--- src/pp_pkg.sv ---
`timescale 1ns / 1ps
// Shared types and constants for the pad pedestal accumulator.
// Depends on nothing; used by every module of the block.
package pp_pkg;

  // command codes
  localparam logic [1:0] CMD_HIT  = 2'd0;
  localparam logic [1:0] CMD_EOE  = 2'd1;
  localparam logic [1:0] CMD_READ = 2'd2;

  // status codes
  localparam logic [2:0] ST_OK        = 3'd0;
  localparam logic [2:0] ST_RANGE     = 3'd1;
  localparam logic [2:0] ST_NO_EVENTS = 3'd2;
  localparam logic [2:0] ST_NEG_VAR   = 3'd3;
  localparam logic [2:0] ST_SECTOR    = 3'd4;

  // configuration register indexes
  localparam logic [1:0] REG_SECTOR_ENABLE = 2'd0;
  localparam logic [1:0] REG_ROW_LIMIT     = 2'd1;
  localparam logic [1:0] REG_COL_LIMIT     = 2'd2;

  // reset values of the configuration registers
  localparam logic [5:0] SECTOR_ENABLE_RST = 6'd63;
  localparam logic [6:0] ROW_LIMIT_RST     = 7'd90;
  localparam logic [6:0] COL_LIMIT_RST     = 7'd92;

  // sectors six and seven never count as enabled
  localparam logic [3:0] SECTOR_CAP = 4'd6;

  // field widths
  localparam int SUM_W  = 34;
  localparam int SQ_W   = 44;
  localparam int CNT_W  = 24;
  localparam int DIV_W  = 56;  // widest dividend: square sum shifted by 12
  localparam int DSR_W  = 24;  // divisor: event count
  localparam int ROOT_W = 28;  // root of a 56 bit radicand
  localparam int MEAN_W = 16;

  // one pad entry of the accumulator memory
  typedef struct packed {
    logic [SUM_W-1:0] sum;
    logic [SQ_W-1:0]  sq;
    logic [CNT_W-1:0] hits;
  } entry_t;

endpackage

--- src/pp_div.sv ---
`timescale 1ns / 1ps
// Restoring divider, one quotient bit per cycle.
// Depends on pp_pkg for the operand widths.
module pp_div (
  input  logic                     clk,
  input  logic                     rst_n,
  input  logic                     start,
  input  logic [pp_pkg::DIV_W-1:0] dividend,
  input  logic [pp_pkg::DSR_W-1:0] divisor,
  output logic                     done,
  output logic [pp_pkg::DIV_W-1:0] quotient
);

  localparam int CW = $clog2(pp_pkg::DIV_W);
  localparam logic [CW-1:0] LAST = CW'(pp_pkg::DIV_W - 1);

  logic                     busy_r;
  logic                     done_r;
  logic [CW-1:0]            cnt_r;
  logic [pp_pkg::DSR_W-1:0] rem_r;
  logic [pp_pkg::DSR_W-1:0] dsr_r;
  logic [pp_pkg::DIV_W-1:0] quo_r;
  logic [pp_pkg::DSR_W:0]   trial;
  logic                     ge;

  // shift the next dividend bit into the remainder and compare
  assign trial = {rem_r, quo_r[pp_pkg::DIV_W-1]};
  assign ge    = trial >= {1'b0, dsr_r};

  always_ff @(posedge clk) begin
    if (!rst_n) begin
      busy_r <= 1'b0;
      done_r <= 1'b0;
      cnt_r  <= '0;
    end else begin
      done_r <= 1'b0;
      if (start) begin
        busy_r <= 1'b1;
        cnt_r  <= '0;
        rem_r  <= '0;
        dsr_r  <= divisor;
        quo_r  <= dividend;
      end else if (busy_r) begin
        rem_r <= ge ? pp_pkg::DSR_W'(trial - {1'b0, dsr_r}) : trial[pp_pkg::DSR_W-1:0];
        quo_r <= {quo_r[pp_pkg::DIV_W-2:0], ge};
        cnt_r <= cnt_r + 1'b1;
        if (cnt_r == LAST) begin
          busy_r <= 1'b0;
          done_r <= 1'b1;
        end
      end
    end
  end

  assign done     = done_r;
  assign quotient = quo_r;

endmodule

--- config.mk ---
export PLATFORM = sky130hd
export DESIGN_NAME = pp_div
export DESIGN_NICKNAME = d
export VERILOG_FILES = /design/src/pp_pkg.sv /design/src/pp_div.sv
export SDC_FILE = /design/constraint.sdc
export NUM_CORES = 1
export LEC_CHECK = 0
export BUFFER_PORTS_ARGS = -buffer_cell sky130_fd_sc_hd__buf_4
export CORE_MARGIN = 4
export CORE_UTILIZATION = 40
export DETAILED_ROUTE_END_ITERATION = 10
export SYNTH_ARGS = -nofsm -noshare
export SYNTH_HDL_FRONTEND = slang
export SYNTH_SLANG_ARGS = --single-unit
--- constraint.sdc ---
create_clock -name clk -period 4.8 [get_ports clk]
set_input_delay 0.96 -clock clk [delete_from_list [all_inputs] [get_ports clk]]
set_output_delay 0.96 -clock clk [all_outputs]
set_load 0.005 [all_outputs]
==> results.ini <==
[clocking]
clkLatencyLatePin_ps = 350
cts_resized = 0
cts_setup_buffers = 0
cts.sinks = 112
clockBufferDepth = 2
ctsHoldBuffers = 0
h-tree-depth = 3
cts_tree = yes
root_buffer = clkbuf_16
clk_pin_slew_worst_paths_ps = 80
cts-buffers-inserted = 9

[drt]
met1_length_mm = 6.074
dr.pass1.iters = 5
vias = 4308
ant_nets = 0
met3WireLength_mm = 1.378
wl_met2_mm = 6.519
avgRoutedWirePerCell_um = 17.38
drtIter0Drc = 296
via_per_inst = 5.279
drc = 0
routed_wl_mm = 14.18
highest_layer = met4

[floorplan]
io_pins = 140
core_um2 = 14590
initial_core_util_pct = 41.14
die_w_um = 130.5
std_cell_rows = 44
die_h_um = 130.5
dieArea_um2 = 17030

[min_path]
holdCritStartpoint = cnt_r[5]
hold_path_depth = 2
hp-class = reg -> reg
hold_end = cnt_r[5]

[sta]
period_share_pct = 59.12
period_needed_ps = 2838
final.setup_skew_ps = 7.743
tns_ps = 0
grt_setup_unrepaired = false
worstMarginPinSlew_ps = 1133
final_hold_viol_count = 0
clock.fmax_ghz = 0.3524
setup_violations = 0
maxSlewViolCount = 0
slew_headroom_pct = 24.44

[setup_path]
cp-end-kind = flop
reg2regPathDepth = 10
slowest_delay_ps = 400
crit_top_cell = a21oi_1
rr_startpoint = quotient[55]
critical_path.cell_chain = inv_1, ha_1, fa_1, nand2b_1, a21o_1, a21oi_1, a32oi_1, mux2i_1, a2111o_1, a21oi_1
cp_max_fo = 4
cpMaxStageDelayCell = fa_1
crit_path_start_kind = flop
required_ps = 5000
worstPathArrival_ps = 3040
r2r_slack_ps = 1960
path_class = reg -> reg
r2r-end = rem_r[20]

[yosys]
synth_cell_types = 58
synth_top_cell_by_area = edfxtp_1
netlist_area_um2 = 6002
ys_ff_latch = 112
synth_ff_type = edfxtp_1
ys_seq_area_share_pct = 54.70
synth_edf_count = 104
async_reset_ff_share_pct = 0
synth.most_common_cell = edfxtp_1
synth_cells = 498
synth_top_area_share_pct = 52.03
synth_common_cells = edfxtp_1, mux2_2, nor2_1
yosys_warnings = 0
syn-num-nets = 607
syn_avg_cell_area_um2 = 12.05
ys_top_cells_by_area = edfxtp_1, mux2_2, ha_1

[power_and_ir_drop]
vdd_drop_max_v = 0.0002571
power_switching_uw = 736.5
pwr-share-clk_pct = 29.9
p_leak_uw = 0.003020
p_seq_share_pct = 46.0
swShare_pct = 28.26
internal_power_uw = 1870
combPwrFrac_pct = 24.0
cellPowerDensity_nw_per_um2 = 347.5

[cells_and_area]
antennaDiodeCount = 0
drive_gt1_share_pct = 34.97
synthToLayoutAreaGrowth_pct = 24.95
stdcell_count = 816
finalNetCount = 736

[global_route]
antenna_found_initial = 0
grt-ovfl-total = 0
grt_max_degree = 82
grt_first_pass_wirelength_mm = 23.04
first_global_vias = 4425
grt_usage_pct = 17.40

[place]
gp_congestion = 0.9319
numPlacedInstances = 800
dp_hpwl_mm = 10.12
io_buffers = 139

[outcome]
status = completed

[run]
cap_viol_max_count = 0

how the worst max path moves through the flow:
stage,startpoint,end,slack (ps),cells after the start
2_1_floorplan,start,quotient[0],1260,2
4_1_cts,quotient[55],rem_r[16],1980,9
3_5_place_dp,rem_r[11],rem_r[6],2010,9
6_report,quotient[55],rem_r[20],1960,10
5_1_grt,rem_r[10],rem_r[5],1740,9
3_3_place_gp,rem_r[17],rem_r[19],2030,7
metal layers:
layer | vias up | GRT usage, %
met2 | 144 | 27.11
met3 | 12 | 8.171
met1 | 2042 | 21.63
li1 | 2110 | -
met4 | 0 | 5.324
met5 | - | 0
power by group through the flow:
stage	combinational [µW]	sequential, µW	clock (µW)
2_1_floorplan	423	1220	0
3_3_place_gp	620	1220	0
3_5_place_dp	626	1220	0
4_1_cts	630	1200	802
5_1_grt	698	1210	840
6_report	626	1200	780
critical path, delay by kind of cell, from the launching register on:
family / cells / cell delay (ps)
mux: 1 / 190
buf+inv: 1 / 60
flops: 1 / 350
simple gates: 1 / 190
compound gates: 5 / 1270
fa+ha+maj: 2 / 620
stage by stage:
step / power [µW] / hold WS (ps) / util (%) / setup slack [ps] / instance area (µm²)
after detailed placement: 1847 / 498.7 / 49.38 / 2009 / 7204
after floorplan: 1639 / 453.7 / - / 1260 / 6002
final: 2606 / 512.1 / 51.41 / 1962 / 7500
after global routing: 2749 / 531.8 / 51.41 / 1741 / 7500
after CTS: 2633 / 509.4 / 51.41 / 1981 / 7500
after global placement: 1841 / 467.5 / 49.38 / 2030 / 7204
placed cells by master, fill, tap and decap left out, drive strengths merged, types with 7 or more instances in the layout:
master and count:
nand2 31, nand4 9, o21ai 23, nor2 36, mux2 56, nor3 9
dfxtp 8, inv 35, mux2i 11, a21oi 32, buf 141, clkbuf 12
ha 25, xnor2 11, edfxtp 104, xor2 7, nand3 9
flip-flops by register name, indices dropped and copies added (netlist names):
register / count
busy_r: 1
cnt_r: 6
done: 1
dsr_r: 24
quotient: 56
rem_r: 24
logic make-up after synthesis:
kind of cell    count (synthesis)  synth area share, %
xor+xnor                       18                2.627
compound gates                 99                10.82
flops                         112                54.70
buf+inv                        55                3.732
mux                            67                12.34
simple gates                  121                10.24
fa+ha+maj                      26                5.545
final cells by class:
| type | count | area [µm²] |
|---|---|---|
| Inverter | 32 | 120.1 |
| Timing Repair Buffer | 141 | 1059 |
| Tap cell | 184 | 230.2 |
| Clock inverter | 4 | 58.81 |
| Multi-Input combinational cell | 331 | 2512 |
| Sequential cell | 112 | 3283 |
| Fill cell | 1280 | 7089 |
| Clock buffer | 12 | 236.5 |
(Power assumes the default switching activity.)
