`src/pp_pkg.sv`:
```
`timescale 1ns / 1ps
// Shared types and constants for the pad pedestal accumulator.
// Depends on nothing; used by every module of the block.
package pp_pkg;

  // command codes
  localparam logic [1:0] CMD_HIT  = 2'd0;
  localparam logic [1:0] CMD_EOE  = 2'd1;
  localparam logic [1:0] CMD_READ = 2'd2;

  // status codes
  localparam logic [2:0] ST_OK        = 3'd0;
  localparam logic [2:0] ST_RANGE     = 3'd1;
  localparam logic [2:0] ST_NO_EVENTS = 3'd2;
  localparam logic [2:0] ST_NEG_VAR   = 3'd3;
  localparam logic [2:0] ST_SECTOR    = 3'd4;

  // configuration register indexes
  localparam logic [1:0] REG_SECTOR_ENABLE = 2'd0;
  localparam logic [1:0] REG_ROW_LIMIT     = 2'd1;
  localparam logic [1:0] REG_COL_LIMIT     = 2'd2;

  // reset values of the configuration registers
  localparam logic [5:0] SECTOR_ENABLE_RST = 6'd63;
  localparam logic [6:0] ROW_LIMIT_RST     = 7'd90;
  localparam logic [6:0] COL_LIMIT_RST     = 7'd92;

  // sectors six and seven never count as enabled
  localparam logic [3:0] SECTOR_CAP = 4'd6;

  // field widths
  localparam int SUM_W  = 34;
  localparam int SQ_W   = 44;
  localparam int CNT_W  = 24;
  localparam int DIV_W  = 56;  // widest dividend: square sum shifted by 12
  localparam int DSR_W  = 24;  // divisor: event count
  localparam int ROOT_W = 28;  // root of a 56 bit radicand
  localparam int MEAN_W = 16;

  // one pad entry of the accumulator memory
  typedef struct packed {
    logic [SUM_W-1:0] sum;
    logic [SQ_W-1:0]  sq;
    logic [CNT_W-1:0] hits;
  } entry_t;

endpackage

```
`src/pp_isqrt.sv`:
```
`timescale 1ns / 1ps
// Integer square root, one root bit per cycle (digit by digit).
// Depends on pp_pkg for the radicand and root widths.
module pp_isqrt (
  input  logic                      clk,
  input  logic                      rst_n,
  input  logic                      start,
  input  logic [pp_pkg::DIV_W-1:0]  radicand,
  output logic                      done,
  output logic [pp_pkg::ROOT_W-1:0] root
);

  localparam int RW = pp_pkg::ROOT_W + 2;
  localparam int CW = $clog2(pp_pkg::ROOT_W);
  localparam logic [CW-1:0] LAST = CW'(pp_pkg::ROOT_W - 1);

  logic                      busy_r;
  logic                      done_r;
  logic [CW-1:0]             cnt_r;
  logic [pp_pkg::DIV_W-1:0]  val_r;
  logic [RW-1:0]             rem_r;
  logic [pp_pkg::ROOT_W-1:0] root_r;
  logic [RW+1:0]             t;
  logic [RW+1:0]             trial;
  logic                      ge;

  // bring down two radicand bits and try root*4+1
  assign t     = {rem_r, val_r[pp_pkg::DIV_W-1 -: 2]};
  assign trial = {2'b00, root_r, 2'b01};
  assign ge    = t >= trial;

  always_ff @(posedge clk) begin
    if (!rst_n) begin
      busy_r <= 1'b0;
      done_r <= 1'b0;
      cnt_r  <= '0;
    end else begin
      done_r <= 1'b0;
      if (start) begin
        busy_r <= 1'b1;
        cnt_r  <= '0;
        val_r  <= radicand;
        rem_r  <= '0;
        root_r <= '0;
      end else if (busy_r) begin
        rem_r  <= ge ? RW'(t - trial) : t[RW-1:0];
        root_r <= {root_r[pp_pkg::ROOT_W-2:0], ge};
        val_r  <= {val_r[pp_pkg::DIV_W-3:0], 2'b00};
        cnt_r  <= cnt_r + 1'b1;
        if (cnt_r == LAST) begin
          busy_r <= 1'b0;
          done_r <= 1'b1;
        end
      end
    end
  end

  assign done = done_r;
  assign root = root_r;

endmodule

```
`config.mk`:
```
export PLATFORM = sky130hd
export DESIGN_NAME = pp_isqrt
export DESIGN_NICKNAME = d
export VERILOG_FILES = /design/src/pp_pkg.sv /design/src/pp_isqrt.sv
export SDC_FILE = /design/constraint.sdc
export NUM_CORES = 1
export LEC_CHECK = 0
export BUFFER_PORTS_ARGS = -buffer_cell sky130_fd_sc_hd__buf_2
export CORE_ASPECT_RATIO = 0.7
export CORE_MARGIN = 2
export CORE_UTILIZATION = 27
export DETAILED_ROUTE_END_ITERATION = 6
export HOLD_SLACK_MARGIN = 0.08
export MAX_ROUTING_LAYER = met4
export SLEW_MARGIN = 20
export SYNTH_ARGS = -nofsm -noshare
export SYNTH_HDL_FRONTEND = slang
export SYNTH_SLANG_ARGS = --single-unit
```
`constraint.sdc`:
```
create_clock -name clk -period 4.8 [get_ports clk]
set_input_delay 0.96 -clock clk [delete_from_list [all_inputs] [get_ports clk]]
set_output_delay 0.96 -clock clk [all_outputs]
set_load 0.05 [all_outputs]
```
==> metrics.txt <==
worst vdd ir=about 0.19 mV; Worst Path Class, Setup=reg -> reg; YS warnings=0; clk_skew=approximately 12 ps; clock transition at the registers of the reported paths=around 60 ps; Slowest cell on crit path=nor2_4; Final Max Slew Viols=0; Clock Tree Root=clkbuf_16; RSZ-0062 raised after global routing=no; Die W=roughly 200 microns; CP delay by family, top=simple AND/OR/NAND/NOR gates; slew margin rel.=0.324; DP Wirelength=~11 mm; vias in the first global route=4805; placeable core area=24900 sq um; Syn Std Cell Area=6920 sq um; Cell Pwr Density=about 400 nW/um^2; Setup TNS=0 ps; DRC viols=0; number of synthesized register bits=roughly 120; clock buffer depth=2; Worst Path Required=roughly 5000 ps; DRT iter0 DRCs=roughly 380; final cell count without fillers=around 1000; clk_lat worst skew=approximately 420 ps; layout cells sized above 1=0.286; r2r setup slk=roughly 1300 ps; Antenna Cells=0; Post-DP Area=around 7700 sq um; hold depth=2; Avg Cell Area, Syn=between 10 and 15 sq um; die area=between 20000 and 30000 sq um; Mapped Cells=between 600 and 700; worst r2r src=rem_r[14]$_SDFFCE_PP0P_; outcome=completed; IO buf count=87; Max Freq=roughly 290 MHz; Post-Route WL=16.2 mm; Critical Path Sink=rem_r[1]$_SDFFCE_PP0P_; final setup violation count=0; global-route wire length before repair=25.9 mm; Max Cap Viol=0; CP startpoint=rem_r[14]$_SDFFCE_PP0P_; startpoint types=flop; largest net degree at the start of global routing=49; Worst Path Max Fanout=36; Layout area overhead=18.4%; Vias=4921; post-synthesis net count=approximately 700; number of routed nets with antenna violations=0; Setup crit end kind=flop; post-route cell area=8190 sq um; DP Cell Count=between 1000 and 1500; clock period minus final worst setup slack=between 3000 and 4000 ps; TritonCTS clock tree=done; LEAKAGE=3.16 nW; DR vias/cell=approximately 4.8; fin crit share=0.729; Post-CTS Hold Buffers=0; Async S/R FF share, synth=0; HP Class=reg -> reg; nets=slightly below 800; Setup Buffers After CTS=0; R2R Path End=rem_r[1]$_SDFFCE_PP0P_; I/O pin cnt=between 80 and 90; gr usage total=0.127; cell depth of the worst setup path=7; antenna violations before repair=0; clock sink count=between 100 and 150; WL/cell=15.6 microns; commonest non-fill, non-tap cell in the layout=edfxtp_1; number of distinct library cells after synthesis=slightly below 70; Crit path largest cell delay=roughly 820 ps; grt ovf=0; Pre-Repair DR Iteration Count=5; H-tree depth=4; CTS buffer count=17; DIE HEIGHT=138 microns; register area share after synthesis=0.515; HP Start=cnt_r[4]$_SDFFE_PP0P_; R2R depth=7; most frequent cells in the layout=114 x edfxtp_1, 86 x buf_2, 57 x nor2_1; # rows=48; Initial Utilization=0.278; crit path DAT=about 3700 ps; hold_ws=533 ps; Hold Vio Cnt, Final=0; EDFF count, synth=roughly 110; Final Wtd Congestion=between 0.8 and 0.9; Critical Path, Cell by Cell=ha_1 > nand4_1 > nor3_1 > a311oi_4 > nor2_4 > mux2i_1 > and2_1; predominant post-synthesis flop cell=edfxtp_1; Worst Tran Pin Value=between 1000 and 1500 ps; Post-CTS Resized=0; Buf/Inv on CP=0
## Yosys cell counts, types with 3 or more instances
| cell | count | area share |
|---|---|---|
| a211oi_1 | 5 | 0.0054 |
| nand4_1 | 8 | 0.0072 |
| a31oi_1 | 3 | 0.0027 |
| buf_6 | 4 | 0.0065 |
| nor2b_1 | 3 | 0.0027 |
| o21bai_1 | 4 | 0.0043 |
| o21ai_0 | 36 | 0.026 |
| clkbuf_1 | 15 | 0.0081 |
| buf_1 | 4 | 0.0022 |
| ha_1 | 31 | 0.056 |
| a21o_1 | 10 | 0.011 |
| xnor2_1 | 19 | 0.024 |
| dfxtp_1 | 7 | 0.020 |
| and3_1 | 5 | 0.0045 |
| nor4_1 | 3 | 0.0027 |
| xor2_1 | 8 | 0.010 |
| buf_2 | 3 | 0.0022 |
| inv_1 | 41 | 0.022 |
| edfxtp_1 | 114 | 0.49 |
| a211oi_2 | 3 | 0.0054 |
| a21oi_2 | 3 | 0.0038 |
| mux2_2 | 54 | 0.088 |
| nand3_1 | 11 | 0.0080 |
| buf_4 | 3 | 0.0033 |
| nor3_1 | 8 | 0.0058 |
| nand2b_1 | 4 | 0.0036 |
| o21ai_2 | 3 | 0.0038 |
| and2_1 | 3 | 0.0027 |
| o21a_1 | 5 | 0.0054 |
| nor2_1 | 57 | 0.031 |
| a21oi_1 | 50 | 0.036 |
| nand2_1 | 44 | 0.024 |
## state kept, by name, summed over array words and instances (netlist names)
register  flops
done          1
cnt_r         5
busy_r        1
rem_r        30
val_r        56
root         28
## logic make-up after synthesis
kind of cell | after synthesis | share of synthesized area
adder cells (fa/ha/maj) | 31 | 0.0561
XOR/XNOR | 27 | 0.0342
multiplexers | 56 | 0.0908
AO/OA/AOI/OAI | 148 | 0.145
buffers and inverters | 72 | 0.0459
AND/OR/NAND/NOR | 161 | 0.112
flip-flops | 121 | 0.515
## where the power goes
part           internal (mW)  switching [mW]
sequential              1.27          0.0385
clock                  0.702           0.482
combinational          0.313           0.511
total                   2.29            1.03
## worst min-delay path by stage
stage                            end
2_1_floorplan  cnt_r[4]$_SDFFE_PP0P_
5_1_grt              done$_SDFF_PP0_
3_3_place_gp   cnt_r[4]$_SDFFE_PP0P_
6_report       cnt_r[4]$_SDFFE_PP0P_
4_1_cts        cnt_r[4]$_SDFFE_PP0P_
3_5_place_dp   cnt_r[4]$_SDFFE_PP0P_
## stage by stage
step	utilization	worst slack (ps)	power, mW
detailed placement	0.307	1330	2.14
finish	0.329	1300	3.32
floorplan	-	242	1.98
global route	0.329	1030	3.49
global placement	0.307	1320	2.14
CTS	0.329	1310	3.34
## cell type report
cell class	count	area [sq um]
well taps	325	407
multi-input cells	423	3040
inverters	41	154
fillers	2501	16700
clock inverters	14	108
clock buffers	18	429
repair buffers	92	488
flip-flops and latches	121	3560
## routing by layer
layer | routed length, microns | track usage | vias to the layer above | share of wire
met5 | 0 | - | - | 0
met4 | 131 | 0.0318 | 0 | 0.0081
met3 | 941 | 0.0304 | 12 | 0.058
met2 | 6390 | 0.167 | 129 | 0.40
met1 | 8690 | 0.191 | 2353 | 0.54
li1 | - | - | 2427 | -
## worst reg2reg max path, cell delays in order (launching register included)
cell and delay (ps):
edfxtp_1 410, ha_1 480, nand4_1 220, nor3_1 540
a311oi_4 420, nor2_4 820, mux2i_1 160, and2_1 180
(Power assumes the default switching activity.)
